File: src/hdl/mh64_pkg.sv
package mh64_pkg;

    localparam int unsigned WORD_W  = 64;
    localparam int unsigned HALF_W  = WORD_W / 2;
    localparam int unsigned VBYTE_W = 4;
    localparam int unsigned LEN_W   = 16;
    localparam int unsigned SEED_W  = 32;

    localparam logic [WORD_W-1:0] MIX_MUL    = 64'hc6a4a7935bd1e995;
    localparam int unsigned       MIX_SHIFT  = 47;
    localparam logic [SEED_W-1:0] SEED_RESET = 32'd5;

    // request to the shared multiplier
    typedef struct packed {
        logic              start;
        logic [WORD_W-1:0] operand;
    } mul_req_t;

    // response from the shared multiplier
    typedef struct packed {
        logic              done;
        logic [WORD_W-1:0] product;
    } mul_rsp_t;

endpackage

File: src/hdl/mh64_if.sv
interface mh64_msg_if;
    import mh64_pkg::*;

    logic               valid;
    logic               ready;
    logic [WORD_W-1:0]  data_word;
    logic [VBYTE_W-1:0] valid_bytes;
    logic [LEN_W-1:0]   message_length;
    logic               first_word;
    logic               last_word;

    modport source (output valid, data_word, valid_bytes, message_length, first_word,
                    last_word, input ready);
    modport sink (input valid, data_word, valid_bytes, message_length, first_word,
                  last_word, output ready);
endinterface

interface mh64_res_if;
    import mh64_pkg::*;

    logic              valid;
    logic              ready;
    logic [WORD_W-1:0] hash_value;

    modport source (output valid, hash_value, input ready);
    modport sink (input valid, hash_value, output ready);
endinterface

interface mh64_cfg_if;
    import mh64_pkg::*;

    logic              valid;
    logic              ready;
    logic [SEED_W-1:0] hash_seed;

    modport source (output valid, hash_seed, input ready);
    modport sink (input valid, hash_seed, output ready);
endinterface

File: src/hdl/mh64_mul.sv
module mh64_mul (
    input  logic               clk,
    input  logic               rst_n,
    input  mh64_pkg::mul_req_t req,
    output mh64_pkg::mul_rsp_t rsp
);
    import mh64_pkg::*;

    typedef enum logic [1:0] {
        STEP_LL,
        STEP_HL,
        STEP_LH
    } step_t;

    step_t             step_reg;
    logic              active_reg;
    logic              done_reg;
    logic [WORD_W-1:0] a_reg;
    logic [WORD_W-1:0] acc_reg;

    logic [HALF_W-1:0] mul_x;
    logic [HALF_W-1:0] mul_y;
    logic [WORD_W-1:0] mul_p;

    // one 32x32 multiplier, three partial products, low 64 bits kept
    always_comb
    begin
        mul_x = a_reg[HALF_W-1:0];
        mul_y = MIX_MUL[HALF_W-1:0];
        case (step_reg)
            STEP_HL: mul_x = a_reg[WORD_W-1:HALF_W];
            STEP_LH: mul_y = MIX_MUL[WORD_W-1:HALF_W];
            default: ;
        endcase
    end

    assign mul_p = WORD_W'(mul_x) * WORD_W'(mul_y);

    always_ff @(posedge clk or negedge rst_n)
    begin
        if (!rst_n)
        begin
            step_reg   <= STEP_LL;
            active_reg <= 1'b0;
            done_reg   <= 1'b0;
        end
        else
        begin
            // done pulses for one cycle after the last partial product
            done_reg <= !req.start && active_reg && (step_reg == STEP_LH);
            if (req.start)
            begin
                step_reg   <= STEP_LL;
                active_reg <= 1'b1;
            end
            else if (active_reg)
            begin
                case (step_reg)
                    STEP_LL: step_reg <= STEP_HL;
                    STEP_HL: step_reg <= STEP_LH;
                    default:
                    begin
                        step_reg   <= STEP_LL;
                        active_reg <= 1'b0;
                    end
                endcase
            end
        end
    end

    always_ff @(posedge clk)
    begin
        if (req.start)
        begin
            a_reg <= req.operand;
        end
        else if (active_reg)
        begin
            if (step_reg == STEP_LL)
            begin
                acc_reg <= mul_p;
            end
            else
            begin
                acc_reg[WORD_W-1:HALF_W] <= acc_reg[WORD_W-1:HALF_W] + mul_p[HALF_W-1:0];
            end
        end
    end

    assign rsp.done    = done_reg;
    assign rsp.product = acc_reg;

endmodule

File: src/hdl/murmur64a_hash.sv
// murmur64a hash engine, one message word per request
// each multiply by the mixing constant runs on the shared 32x32 multiplier
// full word: three multiplies, tail word: one, zero-byte word: none, or one (finalizer) when last
// first word adds one multiply (length times constant), last word with bytes adds one (finalizer)
// not ready while a word is in flight; the result register frees the input side
// rst_n asynchronous active low: seed 5, running hash 0, no result pending
module murmur64a_hash (
    input logic       clk,
    input logic       rst_n,
    mh64_msg_if.sink  msg,
    mh64_res_if.source result,
    mh64_cfg_if.sink  cfg
);
    import mh64_pkg::*;

    typedef enum logic [2:0] {
        S_IDLE,
        S_SEED,
        S_MIX1,
        S_MIX2,
        S_HMUL,
        S_FIN,
        S_HOLD
    } state_t;

    state_t             state_reg, state_next;
    logic [WORD_W-1:0]  h_reg, h_next;
    logic [WORD_W-1:0]  word_reg, word_next;
    logic [VBYTE_W-1:0] vbytes_reg, vbytes_next;
    logic               last_reg, last_next;
    logic [SEED_W-1:0]  seed_reg, seed_next;
    logic               out_valid_reg, out_valid_next;
    logic [WORD_W-1:0]  out_hash_reg, out_hash_next;

    mul_req_t mul_req;
    mul_rsp_t mul_rsp;

    // fields seen by the dispatch step: live request in idle, latched after seeding
    logic [WORD_W-1:0]  d_word;
    logic [VBYTE_W-1:0] d_vbytes;
    logic               d_last;
    logic [WORD_W-1:0]  d_h;
    logic [WORD_W-1:0]  fin_val;
    logic               out_free;

    function automatic logic [WORD_W-1:0] shift_xor(input logic [WORD_W-1:0] x);
        shift_xor = x ^ (x >> MIX_SHIFT);
    endfunction

    // keeps the low vb bytes of the word
    function automatic logic [WORD_W-1:0] tail_bytes(input logic [WORD_W-1:0] w,
                                                     input logic [2:0]        vb);
        logic [WORD_W-1:0] m;
        m = '0;
        for (int i = 0; i < 8; i++)
        begin
            if (3'(i) < vb)
            begin
                m[i*8 +: 8] = 8'hff;
            end
        end
        tail_bytes = w & m;
    endfunction

    mh64_mul u_mul (
        .clk   (clk),
        .rst_n (rst_n),
        .req   (mul_req),
        .rsp   (mul_rsp)
    );

    assign msg.ready        = (state_reg == S_IDLE);
    assign cfg.ready        = 1'b1;
    assign result.valid     = out_valid_reg;
    assign result.hash_value = out_hash_reg;

    assign out_free = !out_valid_reg || result.ready;
    assign fin_val  = shift_xor(mul_rsp.product);

    always_comb
    begin
        if (state_reg == S_IDLE)
        begin
            d_word   = msg.data_word;
            d_vbytes = msg.valid_bytes;
            d_last   = msg.last_word;
            d_h      = h_reg;
        end
        else
        begin
            d_word   = word_reg;
            d_vbytes = vbytes_reg;
            d_last   = last_reg;
            d_h      = WORD_W'(seed_reg) ^ mul_rsp.product;
        end
    end

    always_comb
    begin
        state_next     = state_reg;
        h_next         = h_reg;
        word_next      = word_reg;
        vbytes_next    = vbytes_reg;
        last_next      = last_reg;
        seed_next      = seed_reg;
        out_valid_next = out_valid_reg && !result.ready;
        out_hash_next  = out_hash_reg;
        mul_req        = '0;

        if (cfg.valid)
        begin
            seed_next = cfg.hash_seed;
        end

        case (state_reg)
            S_IDLE, S_SEED:
            begin
                if ((state_reg == S_IDLE && msg.valid && msg.first_word) )
                begin
                    // initial hash needs length times constant first
                    word_next       = msg.data_word;
                    vbytes_next     = msg.valid_bytes;
                    last_next       = msg.last_word;
                    mul_req.start   = 1'b1;
                    mul_req.operand = WORD_W'(msg.message_length);
                    state_next      = S_SEED;
                end
                else if ((state_reg == S_IDLE && msg.valid) ||
                         (state_reg == S_SEED && mul_rsp.done))
                begin
                    word_next   = d_word;
                    vbytes_next = d_vbytes;
                    last_next   = d_last;
                    h_next      = d_h;
                    if (d_vbytes[VBYTE_W-1])
                    begin
                        // eight or more bytes: full word mix
                        mul_req.start   = 1'b1;
                        mul_req.operand = d_word;
                        state_next      = S_MIX1;
                    end
                    else if (d_vbytes != '0)
                    begin
                        // tail bytes go straight into the hash
                        mul_req.start   = 1'b1;
                        mul_req.operand = d_h ^ tail_bytes(d_word, d_vbytes[2:0]);
                        state_next      = S_HMUL;
                    end
                    else if (d_last)
                    begin
                        mul_req.start   = 1'b1;
                        mul_req.operand = shift_xor(d_h);
                        state_next      = S_FIN;
                    end
                    else
                    begin
                        state_next = S_IDLE;
                    end
                end
            end
            S_MIX1:
            begin
                if (mul_rsp.done)
                begin
                    mul_req.start   = 1'b1;
                    mul_req.operand = shift_xor(mul_rsp.product);
                    state_next      = S_MIX2;
                end
            end
            S_MIX2:
            begin
                if (mul_rsp.done)
                begin
                    mul_req.start   = 1'b1;
                    mul_req.operand = h_reg ^ mul_rsp.product;
                    state_next      = S_HMUL;
                end
            end
            S_HMUL:
            begin
                if (mul_rsp.done)
                begin
                    h_next = mul_rsp.product;
                    if (last_reg)
                    begin
                        mul_req.start   = 1'b1;
                        mul_req.operand = shift_xor(mul_rsp.product);
                        state_next      = S_FIN;
                    end
                    else
                    begin
                        state_next = S_IDLE;
                    end
                end
            end
            S_FIN:
            begin
                if (mul_rsp.done)
                begin
                    if (out_free)
                    begin
                        out_valid_next = 1'b1;
                        out_hash_next  = fin_val;
                        state_next     = S_IDLE;
                    end
                    else
                    begin
                        // result slot still full, park the hash
                        word_next  = fin_val;
                        state_next = S_HOLD;
                    end
                end
            end
            S_HOLD:
            begin
                if (out_free)
                begin
                    out_valid_next = 1'b1;
                    out_hash_next  = word_reg;
                    state_next     = S_IDLE;
                end
            end
            default:
            begin
                state_next = S_IDLE;
            end
        endcase
    end

    always_ff @(posedge clk or negedge rst_n)
    begin
        if (!rst_n)
        begin
            state_reg     <= S_IDLE;
            h_reg         <= '0;
            word_reg      <= '0;
            vbytes_reg    <= '0;
            last_reg      <= 1'b0;
            seed_reg      <= SEED_RESET;
            out_valid_reg <= 1'b0;
            out_hash_reg  <= '0;
        end
        else
        begin
            state_reg     <= state_next;
            h_reg         <= h_next;
            word_reg      <= word_next;
            vbytes_reg    <= vbytes_next;
            last_reg      <= last_next;
            seed_reg      <= seed_next;
            out_valid_reg <= out_valid_next;
            out_hash_reg  <= out_hash_next;
        end
    end

endmodule

File: src/flat_wrapper.sv
// flat-port wrapper written by rule: the top's interface ports become plain ports
module murmur64a_hash_flat import mh64_pkg::*;
  (clk, rst_n, msg_valid, msg_data_word, msg_valid_bytes, msg_message_length, msg_first_word, msg_last_word, msg_ready, result_valid, result_hash_value, result_ready, cfg_valid, cfg_hash_seed, cfg_ready);
  mh64_msg_if msg_i ();
  mh64_res_if result_i ();
  mh64_cfg_if cfg_i ();
  input logic clk;
  input logic rst_n;
  input wire logic [$bits(msg_i.valid)-1:0] msg_valid;
  input wire logic [$bits(msg_i.data_word)-1:0] msg_data_word;
  input wire logic [$bits(msg_i.valid_bytes)-1:0] msg_valid_bytes;
  input wire logic [$bits(msg_i.message_length)-1:0] msg_message_length;
  input wire logic [$bits(msg_i.first_word)-1:0] msg_first_word;
  input wire logic [$bits(msg_i.last_word)-1:0] msg_last_word;
  output wire logic [$bits(msg_i.ready)-1:0] msg_ready;
  output wire logic [$bits(result_i.valid)-1:0] result_valid;
  output wire logic [$bits(result_i.hash_value)-1:0] result_hash_value;
  input wire logic [$bits(result_i.ready)-1:0] result_ready;
  input wire logic [$bits(cfg_i.valid)-1:0] cfg_valid;
  input wire logic [$bits(cfg_i.hash_seed)-1:0] cfg_hash_seed;
  output wire logic [$bits(cfg_i.ready)-1:0] cfg_ready;
  assign msg_i.valid = msg_valid;
  assign msg_i.data_word = msg_data_word;
  assign msg_i.valid_bytes = msg_valid_bytes;
  assign msg_i.message_length = msg_message_length;
  assign msg_i.first_word = msg_first_word;
  assign msg_i.last_word = msg_last_word;
  assign msg_ready = msg_i.ready;
  assign result_valid = result_i.valid;
  assign result_hash_value = result_i.hash_value;
  assign result_i.ready = result_ready;
  assign cfg_i.valid = cfg_valid;
  assign cfg_i.hash_seed = cfg_hash_seed;
  assign cfg_ready = cfg_i.ready;
  murmur64a_hash u_core (.clk(clk), .rst_n(rst_n), .msg(msg_i), .result(result_i), .cfg(cfg_i));
endmodule
File: config.mk
export PLATFORM = sky130hd
export DESIGN_NAME = murmur64a_hash_flat
export DESIGN_NICKNAME = d
export VERILOG_FILES = /design/src/hdl/mh64_pkg.sv /design/src/hdl/mh64_if.sv /design/src/hdl/mh64_mul.sv /design/src/hdl/murmur64a_hash.sv /design/src/flat_wrapper.sv
export SDC_FILE = /design/constraint.sdc
export NUM_CORES = 2
export LEC_CHECK = 0
export BUFFER_PORTS_ARGS = -buffer_cell sky130_fd_sc_hd__buf_2
export CAP_MARGIN = 10
export CORE_ASPECT_RATIO = 1.75
export CORE_MARGIN = 1
export CORE_UTILIZATION = 30
export DETAILED_ROUTE_END_ITERATION = 12
export MAX_ROUTING_LAYER = met4
export PLACE_DENSITY = 0.48
export SLEW_MARGIN = 20
export SYNTH_ARGS = -nofsm -noshare
export SYNTH_HDL_FRONTEND = slang
export SYNTH_SLANG_ARGS = --single-unit
export TNS_END_PERCENT = 30
File: constraint.sdc
create_clock -name clk -period 10.9 [get_ports clk]
set_input_delay 2.18 -clock clk [delete_from_list [all_inputs] [get_ports clk]]
set_output_delay 2.18 -clock clk [all_outputs]
set_load 0.01 [all_outputs]
# Word level (Yosys, flattened, before mapping)
# Index checks and enable logic that the tools add are counted.
word_totals:
  ff_bits: 365
  input_bits: 123
  out_inout_bits: 67
  word_cells: 181
op_classes:
  n_addsub: 1
  n_mul: 1
  n_lt_le_gt_ge: 8
  eq_ne: 18
  muxes: 104
  n_bitwise: 7
  reduce_logical: 28
op_table:
  columns: ["cell", "n"]
  rows:
  - ["64-bit 2-to-1 mux", 12]
  - ["65-bit 2-to-1 mux", 9]
  - ["8-bit 2-to-1 mux", 48]
  - ["64-bit one-hot mux with 2 select lines", 3]
  - ["65-bit one-hot mux with 4 select lines", 1]
  - ["64-bit by 17-bit XOR with 64-bit output", 2]
  - ["64-bit XOR", 2]
  - ["32-bit 2-to-1 mux", 3]
  - ["64-bit bitwise AND", 1]
  - ["32-bit by 32-bit multiplier with 64-bit output", 1]
  - ["32-bit by 64-bit XOR with 64-bit output", 1]
  - ["3-bit 2-to-1 mux", 12]
  - ["32-bit adder", 1]
  - ["3-bit one-hot mux with 6 select lines", 1]
  - ["3-bit less-than comparator, first input constant", 4]
  - ["4-bit 2-to-1 mux", 3]
  - ["2-bit != test, second input constant", 6]
  - ["4-bit AND reduction", 3]
  - ["2-bit nonzero test", 5]
  - ["3-bit equality test, second input constant", 3]
  - ["1-bit 2-to-1 mux", 8]
  - ["3-bit by 2-bit equality test with 1-bit output, second input constant", 2]
  - ["1-bit logical AND", 6]
  - ["1-bit by 3-bit less-than comparator with 1-bit output, first input constant", 2]
  - ["19 further kinds", 28]

# Longest topological paths before layout
logic_depth:
  ltp_word: 19
  ltp_mapped: 41
  ltp_nobuf: 39

# By module
# Synthesis repeated with hierarchy kept, for this count alone.
hier_totals:
  cells_unflattened: 4728
  area_unflattened_um2: 46405.8
by_module_without_submodules:
  columns: ["mod", "n_inst", "cells_each", "area_per_inst_um2", "seq_area_each_um2"]
  rows:
  - ["mh64_mul", 1, 2941, 30396.7, 3943.8]
  - ["murmur64a_hash", 1, 1787, 16009.1, 5833.1]

# Worst setup path after synthesis
# Ideal clock, no wire load.
synth_timing:
  path_kind: "register to register"
  from: "register u_core.u_mul.step_reg[1]"
  to: "register u_core.u_mul.acc_reg[61], data pin"
  setup_time_ns: 0.268
  arrival_time_ns: 9.562
  required_time_ns: 10.632
  path_slack_ns: 1.070
  path_stages_with_launch: 40
  path_buffers: 4
  period_less_slack_ns: 9.830
  cell_sequence: "dfrtp_1 > nor2b_1 > clkbuf_1 > clkbuf_1 > buf_1 > mux2i_1 > inv_1 > nand2_1 > inv_1 > ha_1 > fa_1 > inv_1 > fa_1 > fa_1 > inv_1 > fa_1 > inv_1 > fa_1 > (+4 left out) > inv_1 > ha_1 > clkbuf_1 > nand2_1 > o21ai_0 > o22ai_1 > xnor2_1 > ha_1 > nand3_1 > nor2_1 > a221o_1 > a21oi_1 > o21ai_1 > a221o_2 > o31ai_4 > mux2i_1 > a2111oi_2 > a21oi_1"
synth_between:
  elab_chain_len: 5
  elab_cells_between_ends: 8
  classes_between: "add/sub (1); mul (1); eq/ne (2); mux (3); reduce/logical (1)"
synth_lines:
  columns: ["item", "line_no", "source"]
  rows:
  - ["from (decl)", "mh64_mul.sv:15", "step_t step_reg;"]
  - ["from (signal assigned)", "mh64_mul.sv:43", "step_reg <= STEP_LL;"]
  - ["from (signal assigned)", "mh64_mul.sv:53", "step_reg <= STEP_LL;"]
  - ["from (signal assigned)", "mh64_mul.sv:59", "STEP_LL: step_reg <= STEP_HL;"]
  - ["2-bit by 1-bit equality test with 1-bit output / 2-bit equality test (equally long branches)", "mh64_mul.sv:30", "case (step_reg)"]
  - ["32-bit 2-to-1 mux", "mh64_mul.sv:30", null]
  - ["32-bit by 32-bit multiplier with 64-bit output *", "mh64_mul.sv:37", "assign mul_p = WORD_W'(mul_x) * WORD_W'(mul_y);"]
  - ["via u_core.u_mul.mul_p[20]", "mh64_mul.sv:23", "logic [WORD_W-1:0] mul_p;"]
  - ["32-bit adder *", "mh64_mul.sv:85", "acc_reg[WORD_W-1:HALF_W] <= acc_reg[WORD_W-1:HALF_W] + mul_p[HALF_W-1:0];"]
  - ["32-bit 2-to-1 mux *", "mh64_mul.sv:79", "if (step_reg == STEP_LL)"]
  - ["to (signal assigned)", "mh64_mul.sv:81", "acc_reg <= mul_p;"]
  - ["to (signal, indexed assignment)", "mh64_mul.sv:85", null]
  - ["to (decl)", "mh64_mul.sv:19", "logic [WORD_W-1:0] acc_reg;"]
# Mark *: on every way through the listed nets, which the timed path passes. The rest lies on a longest branch.
# A chain may end at the register's enable or synchronous reset.

# Worst setup path in the final report
layout_timing:
  from: "register u_core.u_mul.step_reg[0]"
  to: "register u_core.u_mul.acc_reg[61], data pin"
# The elaborated chain is that of the path after synthesis.

==> impl_metrics.csv <==
group,metric,value,unit
status,status,"complete, no violations",
clock_network,cts_buffers,35,
setup_path,r2r_end,"u_core.u_mul.acc_reg[61]",
synth,synthCells,4866,
die,placeableCoreArea,150000,um2
drt,wire_per_inst,27.6,um
sta,fin_setup_tns,0,ns
die,dieArea,152000,um2
placement,dp_hpwl,162000,um
synth,ys_types,74,
drt,drt.antenna.violating_nets,0,
sta,grt_setup_unrepaired,"false",
die,num_rows,188,
clock_network,root_buffer,"clkbuf_16",
global_route,grt_pass1_vias,38300,
setup_path,cp_slowest_cell,"fa_1",
setup_path,worst-path-buf-inv,8,
synth,yosysSeqAreaShare,21.6,%
hold_path,hold_path_end,"u_core.result.hash_value[11]",
cells_and_area,design_area,49900,um2
drt,avgViaCountPerCell,5.08,
hold_path,hold_class,"reg2reg",
sta,hold_viol,0,
cells_and_area,fin_nets,6154,
sta,max_slew.worst_pin.slew,1.09,ns
drt,vias,35600,
placement,gp_congestion,0.981,
cells_and_area,num-fill-cells,15700,
setup_path,critPathLaunchType,"flip-flop",
setup_path,crit_top_cell,"inv_1",
synth,synth-async-reset-ratio,64.9,%
sta,period_share,94.3,%
sta,finalSetupViolCount,0,
global_route,grt.total_usage,26.5,%
clock_network,cts_sinks,365,
synth,ys.warnings.count,0,
setup_path,crit_arrival,10.56,ns
sta,fmax,97.3,MHz
placement,dpl_cell_area,48800,um2
global_route,antenna_found_initial,5,
sta,relSlewSlack,27.0,%
sta,fin_skew,0.0584,ns
cells_and_area,fin_util,33.4,%
clock_network,cts.clk_slew.worst_paths,0.10,ns
hold_path,min_from,"u_core.result.hash_value[11]",
setup_path,r2r_setup_slack,0.62,ns
sta,fin_crit,10.28,ns
global_route,grt-ovfl-total,0,
setup_path,path_class,"reg2reg",
clock_network,cts_tree,"yes",
synth,ys_ff_latch,365,
setup_path,path_max_fanout,33,
die,ios,190,
flow_run,cap_violations,0,
placement,port_buffers,188,
global_route,grt_start_max_net_pins,121,
drt,drt_pass1_iterations,6,
synth,synth_area_per_cell,9.29,um2
placement,placed_cells,6941,
die,die_x,295,um
global_route,grt_pass1_wl,277000,um
sta,drv_slew,0,
drt,routed_wirelength,193000,um
cells_and_area,layout.cells.non_filler,7006,
setup_path,end_kind,"flip-flop",
drt,drt_iter0_drc,2319,
clock_network,worstSkewPairLatency,0.61,ns
cells_and_area,layout_commonest_cell,"inv_1",
cells_and_area,drive_gt1_share,9.46,%
clock_network,cts_buffer_depth,3,
cells_and_area,layout_common_cells,"795 x inv_1, 615 x fa_1, 610 x nand2_1, 433 x ha_1, 366 x nor2_1",
cells_and_area,areaGrowthSynthToFinish,10.5,%
clock_network,htreeDepth,2,
setup_path,r2r-start,"u_core.u_mul.step_reg[0]",
synth,synth_area,45200,um2
setup_path,max_stage_delay,0.61,ns
hold_path,whs_path_depth,2,
setup_path,worstPathRequired,11.18,ns
drt,drc,0,
setup_path,cp_top_family,"adder cells",
synth,synth_ff_type,"dfrtp_1",
die,die_h,515,um
synth,synth-edff-count,128,
setup_path,reg2reg_depth,38,
die,start_util,30.2,%
-- cell usage after synthesis (15+ instances only) --
cell type | count | area [um2]
inv_1 | 796 | 2990
fa_1 | 615 | 12300
nand2_1 | 611 | 2290
ha_1 | 433 | 5420
nor2_1 | 374 | 1400
a21oi_1 | 278 | 1390
o21ai_0 | 278 | 1390
dfrtp_1 | 235 | 5880
clkbuf_1 | 173 | 649
edfxtp_1 | 128 | 3840
mux2i_1 | 120 | 1200
xnor2_1 | 109 | 955
xor2_1 | 79 | 692
mux2_2 | 63 | 709
a31oi_1 | 60 | 375
o221ai_1 | 56 | 490
a21o_1 | 54 | 405
o22ai_1 | 33 | 206
nand3_1 | 32 | 160
buf_1 | 31 | 116
or2_2 | 19 | 119
a32oi_1 | 18 | 158
nor2b_1 | 18 | 113
a22oi_1 | 17 | 128
buf_2 | 17 | 85.1
nor3_1 | 15 | 75.1
-- metrics by stage --
step	hold WS, ns	setup WS, ns
finish	0.486	0.619
global placement	0.460	0.641
global route	0.512	0.0123
detailed placement	0.469	0.653
floorplan	0.466	1.07
CTS	0.488	0.561
-- cell families (layout without fill, tap and decap cells) --
| kind of cell | after synthesis | count (layout) | synth area share, % |
|---|---|---|---|
| flip-flops | 365 | 365 | 21.6 |
| multiplexers | 183 | 183 | 4.23 |
| AND/OR/NAND/NOR | 1139 | 1139 | 10.2 |
| AO/OA/AOI/OAI | 917 | 917 | 12.4 |
| other | 2 | 8 | 0.0166 |
| buffers and inverters | 1024 | 1163 | 8.61 |
| XOR/XNOR | 188 | 188 | 3.64 |
| adder cells (fa/ha/maj) | 1048 | 1048 | 39.2 |
-- worst register-to-register path, delay by kind of cell, from the launching register on --
family	cells	cell delay [ns]
muxes	2	0.62
adders and majority gates	10	4.25
and+or+nand+nor	3	0.43
DFF	1	0.47
xor gates and xnor gates	1	0.31
AOI/OAI and AO/OA	14	2.99
buffers and inverters	8	0.94
-- metal layers --
layer	routed length [um]	up-vias	share of wire, %	track usage (%)
li1	-	16100	-	-
met1	64700	18000	33	25.5
met2	106000	1051	55	49.9
met3	5000	386	2.6	1.34
met4	17100	0	8.8	18.8
met5	0	-	0	-
-- repair_timing --
| item | in CTS | in global routing |
|---|---|---|
| endpoints found under the setup margin | 0 | 1 |
| gates resized for setup | 0 | 1 |
| hold buffers | 0 | 0 |
| buffers inserted | 0 | 0 |
-- area by class of cell --
cell class | count | area [um2] | share of cell area, %
clock buffers | 46 | 1000 | 2.00
flip-flops and latches | 365 | 9780 | 19.6
multi-input cells | 3482 | 31700 | 63.4
repair buffers | 301 | 1840 | 3.68
clock inverters | 18 | 161 | 0.323
diodes | 1 | 2.50 | 0.00501
inverters | 798 | 3000 | 6.01
well taps | 1995 | 2500 | 5.00
-- worst max path at each step --
stage | slack (ns) | end | cells after the start | startpoint
6_report | 0.62 | u_core.u_mul.acc_reg[61] | 38 | u_core.u_mul.step_reg[0]
2_1_floorplan | 1.07 | u_core.u_mul.acc_reg[61] | 39 | u_core.u_mul.step_reg[1]
3_5_place_dp | 0.65 | u_core.u_mul.acc_reg[61] | 36 | u_core.u_mul.step_reg[0]
3_3_place_gp | 0.64 | u_core.u_mul.acc_reg[61] | 33 | u_core.u_mul.step_reg[0]
5_1_grt | 0.01 | u_core.u_mul.acc_reg[61] | 38 | u_core.u_mul.step_reg[0]
4_1_cts | 0.56 | u_core.u_mul.acc_reg[61] | 36 | u_core.u_mul.step_reg[0]
Power is left out: the tool's default activity adds up to more than one toggle a clock period on the data nets, which glitch-free logic cannot reach.
